### src/design/rational_arithmetic_unit_defines.svh
// ---------------------------------------------------------------------------
// Rational arithmetic unit: assertion macros
// Concurrent assertion wrappers, clocked on clk and disabled in reset.
// ---------------------------------------------------------------------------
`ifndef RATIONAL_ARITHMETIC_UNIT_DEFINES_SVH
`define RATIONAL_ARITHMETIC_UNIT_DEFINES_SVH
`ifndef SYNTHESIS
`define RAU_ASSERT_SAME(lbl, ante, cons) \
  lbl: assert property (@(posedge clk) disable iff (!rst_n) (ante) |-> (cons)) \
    else $error("assertion failed");
`define RAU_ASSERT_NEXT(lbl, ante, cons) \
  lbl: assert property (@(posedge clk) disable iff (!rst_n) (ante) |=> (cons)) \
    else $error("assertion failed");
`else
`define RAU_ASSERT_SAME(lbl, ante, cons)
`define RAU_ASSERT_NEXT(lbl, ante, cons)
`endif
`endif

### src/design/rau_pkg.sv
// ---------------------------------------------------------------------------
// Rational arithmetic unit package
// Widths, command and status codes shared by the controller and datapath.
// ---------------------------------------------------------------------------
`timescale 1ns / 1ps
package rau_pkg;
  localparam int OPW   = 32;
  localparam int MW    = 2 * OPW;
  localparam int KW    = $clog2(MW + 1);
  localparam int CNT_W = $clog2(MW);
  localparam int CMD_W = 3;

  localparam logic [1:0] REQ_ADD = 2'd0;
  localparam logic [1:0] REQ_SUB = 2'd1;
  localparam logic [1:0] REQ_MUL = 2'd2;
  localparam logic [1:0] REQ_DIV = 2'd3;

  localparam logic [1:0] ST_OK   = 2'd0;
  localparam logic [1:0] ST_ZERO = 2'd1;
  localparam logic [1:0] ST_OVF  = 2'd2;

  localparam logic [CMD_W-1:0] CMD_NONE = 3'd0;
  localparam logic [CMD_W-1:0] CMD_LOAD = 3'd1;
  localparam logic [CMD_W-1:0] CMD_MUL  = 3'd2;
  localparam logic [CMD_W-1:0] CMD_ADD  = 3'd3;
  localparam logic [CMD_W-1:0] CMD_GCD  = 3'd4;
  localparam logic [CMD_W-1:0] CMD_DIVI = 3'd5;
  localparam logic [CMD_W-1:0] CMD_DIV  = 3'd6;
  localparam logic [CMD_W-1:0] CMD_OUT  = 3'd7;

  localparam logic [1:0] MSEL_P = 2'd0;
  localparam logic [1:0] MSEL_Q = 2'd1;
  localparam logic [1:0] MSEL_D = 2'd2;

  typedef struct packed {
    logic [CMD_W-1:0] op;
    logic [1:0]       msel;
  } cmd_t;

  typedef struct packed {
    logic err;
    logic gcd_done;
  } stat_t;

  // Sign and magnitude of an OPW-bit two's complement value.
  function automatic logic [OPW:0] to_smag(logic [OPW-1:0] v);
    logic neg;
    neg = v[OPW-1];
    return {neg, neg ? (~v + OPW'(1)) : v};
  endfunction
endpackage

### src/design/rau_ctrl.sv
// ---------------------------------------------------------------------------
// Rational arithmetic unit controller
// Sequences load, products, sum, GCD, division and result hand-off.
// ---------------------------------------------------------------------------
`timescale 1ns / 1ps
module rau_ctrl import rau_pkg::*; (
  input  logic  clk,
  input  logic  rst_n,
  input  logic  in_valid,
  output logic  in_ready,
  output logic  out_valid,
  input  logic  out_ready,
  input  stat_t stat,
  output cmd_t  cmd
);
  localparam logic [3:0] S_IDLE = 4'd0;
  localparam logic [3:0] S_MUL0 = 4'd1;
  localparam logic [3:0] S_MUL1 = 4'd2;
  localparam logic [3:0] S_MUL2 = 4'd3;
  localparam logic [3:0] S_ADD  = 4'd4;
  localparam logic [3:0] S_GCD  = 4'd5;
  localparam logic [3:0] S_DIVI = 4'd6;
  localparam logic [3:0] S_DIV  = 4'd7;
  localparam logic [3:0] S_FIN  = 4'd8;

  logic [3:0]       state_r, state_nxt;
  logic [CNT_W-1:0] cnt_r, cnt_nxt;
  logic             out_valid_r, out_valid_nxt;

  always_comb begin
    state_nxt     = state_r;
    cnt_nxt       = cnt_r;
    out_valid_nxt = out_valid_r && !out_ready;
    cmd.op        = CMD_NONE;
    cmd.msel      = MSEL_P;
    unique case (state_r)
      S_IDLE: begin
        if (in_valid) begin
          cmd.op    = CMD_LOAD;
          state_nxt = S_MUL0;
        end
      end
      S_MUL0: begin
        cmd.op    = CMD_MUL;
        state_nxt = stat.err ? S_FIN : S_MUL1;
      end
      S_MUL1: begin
        cmd.op    = CMD_MUL;
        cmd.msel  = MSEL_Q;
        state_nxt = S_MUL2;
      end
      S_MUL2: begin
        cmd.op    = CMD_MUL;
        cmd.msel  = MSEL_D;
        state_nxt = S_ADD;
      end
      S_ADD: begin
        cmd.op    = CMD_ADD;
        state_nxt = S_GCD;
      end
      S_GCD: begin
        cmd.op = CMD_GCD;
        if (stat.gcd_done) begin
          state_nxt = S_DIVI;
        end
      end
      S_DIVI: begin
        cmd.op    = CMD_DIVI;
        cnt_nxt   = CNT_W'(MW - 1);
        state_nxt = S_DIV;
      end
      S_DIV: begin
        cmd.op  = CMD_DIV;
        cnt_nxt = cnt_r - CNT_W'(1);
        if (cnt_r == '0) begin
          state_nxt = S_FIN;
        end
      end
      S_FIN: begin
        if (!out_valid_r || out_ready) begin
          cmd.op        = CMD_OUT;
          out_valid_nxt = 1'b1;
          state_nxt     = S_IDLE;
        end
      end
      default: begin
        state_nxt = S_IDLE;
      end
    endcase
  end

  always_ff @(posedge clk) begin
    if (!rst_n) begin
      state_r     <= S_IDLE;
      cnt_r       <= '0;
      out_valid_r <= 1'b0;
    end else begin
      state_r     <= state_nxt;
      cnt_r       <= cnt_nxt;
      out_valid_r <= out_valid_nxt;
    end
  end

  assign in_ready  = (state_r == S_IDLE);
  assign out_valid = out_valid_r;
endmodule

### config.mk
export PLATFORM = sky130hd
export DESIGN_NAME = rau_ctrl
export DESIGN_NICKNAME = d
export VERILOG_FILES = /design/src/design/rational_arithmetic_unit_defines.svh /design/src/design/rau_pkg.sv /design/src/design/rau_ctrl.sv
export SDC_FILE = /design/constraint.sdc
export NUM_CORES = 1
export LEC_CHECK = 0
export BUFFER_PORTS_ARGS = -buffer_cell sky130_fd_sc_hd__buf_2
export CORE_UTILIZATION = 52
export CTS_BUF_LIST = sky130_fd_sc_hd__clkbuf_4 sky130_fd_sc_hd__clkbuf_8
export DETAILED_ROUTE_END_ITERATION = 7
export GPL_ROUTABILITY_DRIVEN = 0
export PLACE_DENSITY = 0.81
export SLEW_MARGIN = 20
export SYNTH_ARGS = -nofsm -noshare
export SYNTH_HDL_FRONTEND = slang
export SYNTH_SLANG_ARGS = --single-unit
### constraint.sdc
create_clock -name clk -period 3.9 [get_ports clk]
set_input_delay 0.195 -clock clk [delete_from_list [all_inputs] [get_ports clk]]
set_output_delay 0.195 -clock clk [all_outputs]
set_load 0.05 [all_outputs]
# Word level (Yosys, flattened, before mapping)
# Index checks and enable logic that the tools add are counted.
dict set report totals {
  out_inout_bits 7
  in_bits 6
  register_bits 11
}
dict set report classes {
  n_mux 13
  addsub 1
  reduce_logical 9
  n_eq_ne 12
}
# operator n
set ops {}
lappend ops {{4-bit one-hot mux with 9 select lines} 1}
lappend ops {{3-bit one-hot mux with 7 select lines} 1}
lappend ops {{4-bit 2-to-1 mux} 5}
lappend ops {{4-bit by 3-bit == test with 1-bit output (second input constant)} 4}
lappend ops {{6-bit one-hot mux with 2 select lines} 1}
lappend ops {{4-bit by 2-bit == test with 1-bit output (second input constant)} 2}
lappend ops {{2-bit inequality test (second input constant)} 4}
lappend ops {{6-bit logical NOT} 1}
lappend ops {{6-bit by 1-bit subtractor with 6-bit output (second input constant)} 1}
lappend ops {{4-bit by 1-bit == test with 1-bit output (second input constant)} 1}
lappend ops {{4-bit == test (second input constant)} 1}
lappend ops {{4-bit logical NOT} 1}
lappend ops {{2-bit one-hot mux with 2 select lines} 1}
lappend ops {{4-bit AND reduction} 1}
lappend ops {{1-bit 2-to-1 mux} 3}
lappend ops {{3-bit 2-to-1 mux} 1}
lappend ops {{3-bit OR reduction} 1}
lappend ops {{1-bit logical NOT} 2}
lappend ops {{2-bit nonzero test} 1}
lappend ops {{1-bit logical AND} 1}
lappend ops {{1-bit logical OR} 1}

# Logic depth before layout (Yosys ltp)
dict set report logic_depth {
  ltp_word 4
  depth_mapped 5
  mapped_depth_nobuf 5
}

# Worst setup path before layout
# Ideal clock, no wire load.
dict set report synth_timing {
  kind {register to output}
  startpoint {register state_r[0]}
  endpoint {output port cmd[1] in the netlist's numbering}
  t_required_ns 3.705
  n_path_buf 1
  arrival_ns 2.340
  stages_incl_launch_ff 4
  path_slack_ns 1.365
  cell_sequence {dfxtp_1 -> buf_2 -> inv_1 -> nor4b_1}
}
# element line_no
set synth_rtl {}
lappend synth_rtl {{start, declared} rau_ctrl.sv:26} ;# logic [3:0] state_r, state_nxt;
lappend synth_rtl {{start signal, assigned} rau_ctrl.sv:98} ;# state_r <= state_nxt;
lappend synth_rtl {{end, declared} rau_ctrl.sv:14} ;# output cmd_t cmd

==> impl_metrics.ini <==
[status]
status = finished, final reports clean

[finish]
mostFrequentLayoutCell = buf_2
antennaDiodeCount = 0
filler_cell_count = 104
commonest_non_fill_non_tap_cells_in_the_layout = buf_2 (12), dfxtp_1 (11), nor2_1 (8), a21oi_1 (6), nor3_1 (5)
area_delta_synth_final_pct = 11.99
drive_gt1_share_pct = 23.40
final_nets = 103

[cts]
worst_setup_hold_path_clk_slew_ns = 0.07
tritoncts_clock_tree = built
clk_latency_ns = 0.27
tritoncts_num_sinks = 11
postCtsHoldBufs = 0
cts_htree_levels = 1
post_cts_resize_count = 0
clk_root_buffer_cell = clkbuf_4
cts_buffers = 3
postCtsSetupRepairBufs = 0
max-clock-path-buffers = 2

[worst_setup_path]
worstSetupStartpointType = flop
cp_endpoint_kind = output pin
timing_worst_setup_path_type = flop to output pin
crit_path_max_incr_delay_ns = 0.59
crit_path_top_delay_cell = dfxtp_1
cp_data_arrival_time_ns = 1.72
req_time_crit_path_ns = 3.70
crit_chain = inv_1, nor4b_1, buf_2
path_max_fanout = 13

[timing]
fin_ws_ns = 1.990
timing.final.max_slew_violations = 0
clock.fmax_ghz = 0.5234
fin_crit_share_pct = 48.99
maxSlewHeadroom_pct = 64.81
grt_setup_unrepaired = false
setup_violations = 0
fin_worst_skew_ns = 0.003199
totalNegativeSetupSlack_ns = 0
finalHoldViolations = 0
worst_pin_slew_ns = 0.5271
post-route-min-period_ns = 1.910

[detailed_routing]
drcViolationCount = 0
drt-wirelength-per-cell_microns = 13.12
postRouteAntennaNets = 0
vias_per_cell = 5.907
drt_first_pass_iters = 4
drtIter0Drc = 8
vias = 638
routed_wl_microns = 1417

[global_routing]
wire_length_of_the_first_global_routing_pass_microns = 2490
grt_pass1_vias = 622
grt.overflow.total = 0
grt_antenna_before_repair = 0
track_usage_pct = 24.40
grt_max_degree = 17

[die]
floorplan_core_area_sq_mm = 0.001186
io_pins = 13
area_enclosed_by_the_die_boundary_sq_mm = 0.001516
num_rows = 12
die_w_microns = 38.94
dieHeight_microns = 38.94
initial_core_utilization_pct = 59.81

[yosys]
synth.mux.area_fraction_pct = 1.411
asyncSetResetFlopFracSynth_pct = 0
synth-main-ff-cell = dfxtp_1
synth_top_family_by_area = simple AND/OR/NAND/NOR gates
synth_enable_flop_cells = 0
syn-num-nets = 91
syn-mean-instance-area_sq_um = 8.547
synthXorXnorAreaFrac_pct = 2.469
postSynthRegisterBits = 11
yosysWarnings = 0
synthesis.instances = 83
synth-simple-area-share_pct = 33.51
synthesis.area_sq_um = 709.4
synthDistinctLibCells = 35
synth-seq-area-share_pct = 31.04
synth-compound-area-share_pct = 22.75
synth-adder-area-share_pct = 3.527

[pwr]
power_per_cell_area_mw_per_mm2 = 570.2
irDropWorstVdd_uv = 270.6
static-leakage-power_uw = 0.0003094

[min_path]
worstHoldPathType = input pin to flop

[place]
dp_slack_ns = 2.256
detail_placement_hpwl_microns = 996.8
port-buffer-count = 12

[flow_run]
maxCapViolations = 0
==> state kept, by name (all words and copies together), names as in the netlist <==
name       count
cnt_r          6
out_valid      1
state_r        4
==> metal layers <==
metal | up-vias | routed length (microns) | global-route usage (%) | share of wire (%)
met5 | - | 0 | 0 | 0
met4 | 0 | 33 | 17.24 | 2.3
met3 | 5 | 35 | 3.468 | 2.5
met2 | 11 | 666 | 41.25 | 47
met1 | 286 | 682 | 27.56 | 48
li1 | 336 | - | - | -
==> synthesized netlist by cell type, drive strengths merged, types with 2 or more instances <==
| cell | n | area (sq um) |
|---|---|---|
| a311oi | 2 | 17.52 |
| o21ai | 4 | 20.01 |
| clkbuf | 2 | 7.510 |
| nor4b | 3 | 32.53 |
| buf | 3 | 15.01 |
| ha | 2 | 25.02 |
| nand3 | 2 | 10.01 |
| nand3b | 2 | 15.01 |
| nand2 | 3 | 11.26 |
| nor2 | 8 | 30.03 |
| xnor2 | 2 | 17.52 |
| inv | 3 | 11.26 |
| nor4 | 3 | 33.78 |
| a21oi | 6 | 30.03 |
| dfxtp | 11 | 220.2 |
| nor3 | 5 | 25.02 |
| nand2b | 3 | 18.77 |
| a211oi | 6 | 55.05 |
==> worst max-delay path: cells and delay by family (launching register included) <==
family | cells | cell delay (ns)
and+or+nand+nor | 1 | 0.31
DFF | 1 | 0.59
buffers and inverters | 2 | 0.55
==> per-stage QoR <==
step	hold slack (ns)	util (%)	total power [uW]	instance area (sq um)	cells
after floorplan	0.3035	-	334.2	709.4	83
after global placement	0.4375	64.45	366.7	764.5	104
after detailed placement	0.4446	64.45	369.7	764.5	104
after CTS	0.1663	66.98	455.2	794.5	108
after global routing	0.1756	66.98	486.7	794.5	108
final	0.1661	66.98	453.0	794.5	108
==> path summary, 6_finish.rpt <==
| check | slack, ns | endpoint | startpoint | cells after the start |
|---|---|---|---|---|
| worst min-delay path | 0.17 | state_r[1] | rst_n | 3 |
| worst max-delay path | 1.99 | cmd[1] | state_r[0] | 3 |
| worst min register to register | 0.50 | cnt_r[5] | cnt_r[5] | 1 |
| worst max register to register | 2.23 | cnt_r[5] | state_r[1] | 4 |
==> cell families after synthesis <==
logic type | Yosys count
AND/OR/NAND/NOR | 36
AO/OA/AOI/OAI | 22
flip-flops | 11
buffers and inverters | 9
XOR/XNOR | 2
adder cells (fa/ha/maj) | 2
multiplexers | 1
==> power by group <==
part / total (uW) / switching [uW] / leakage (uW) / internal (uW)
Sequential: 163 / 37.8 / 0.0000894 / 125
Clock: 84.8 / 38.2 / 0.0000184 / 46.6
Combinational: 206 / 137 / 0.000202 / 68.8
Total: 453 / 213 / 0.000309 / 240
==> cell type report <==
class	count	area (sq um)	share of cell area, %
multi-input cells	63	451.7	56.85
flip-flops and latches	11	220.2	27.72
repair buffers	12	60.06	7.559
clock buffers	4	30.03	3.780
well taps	14	17.52	2.205
inverters	4	15.01	1.890
No activity file was read; power rests on OpenSTA's default activity.
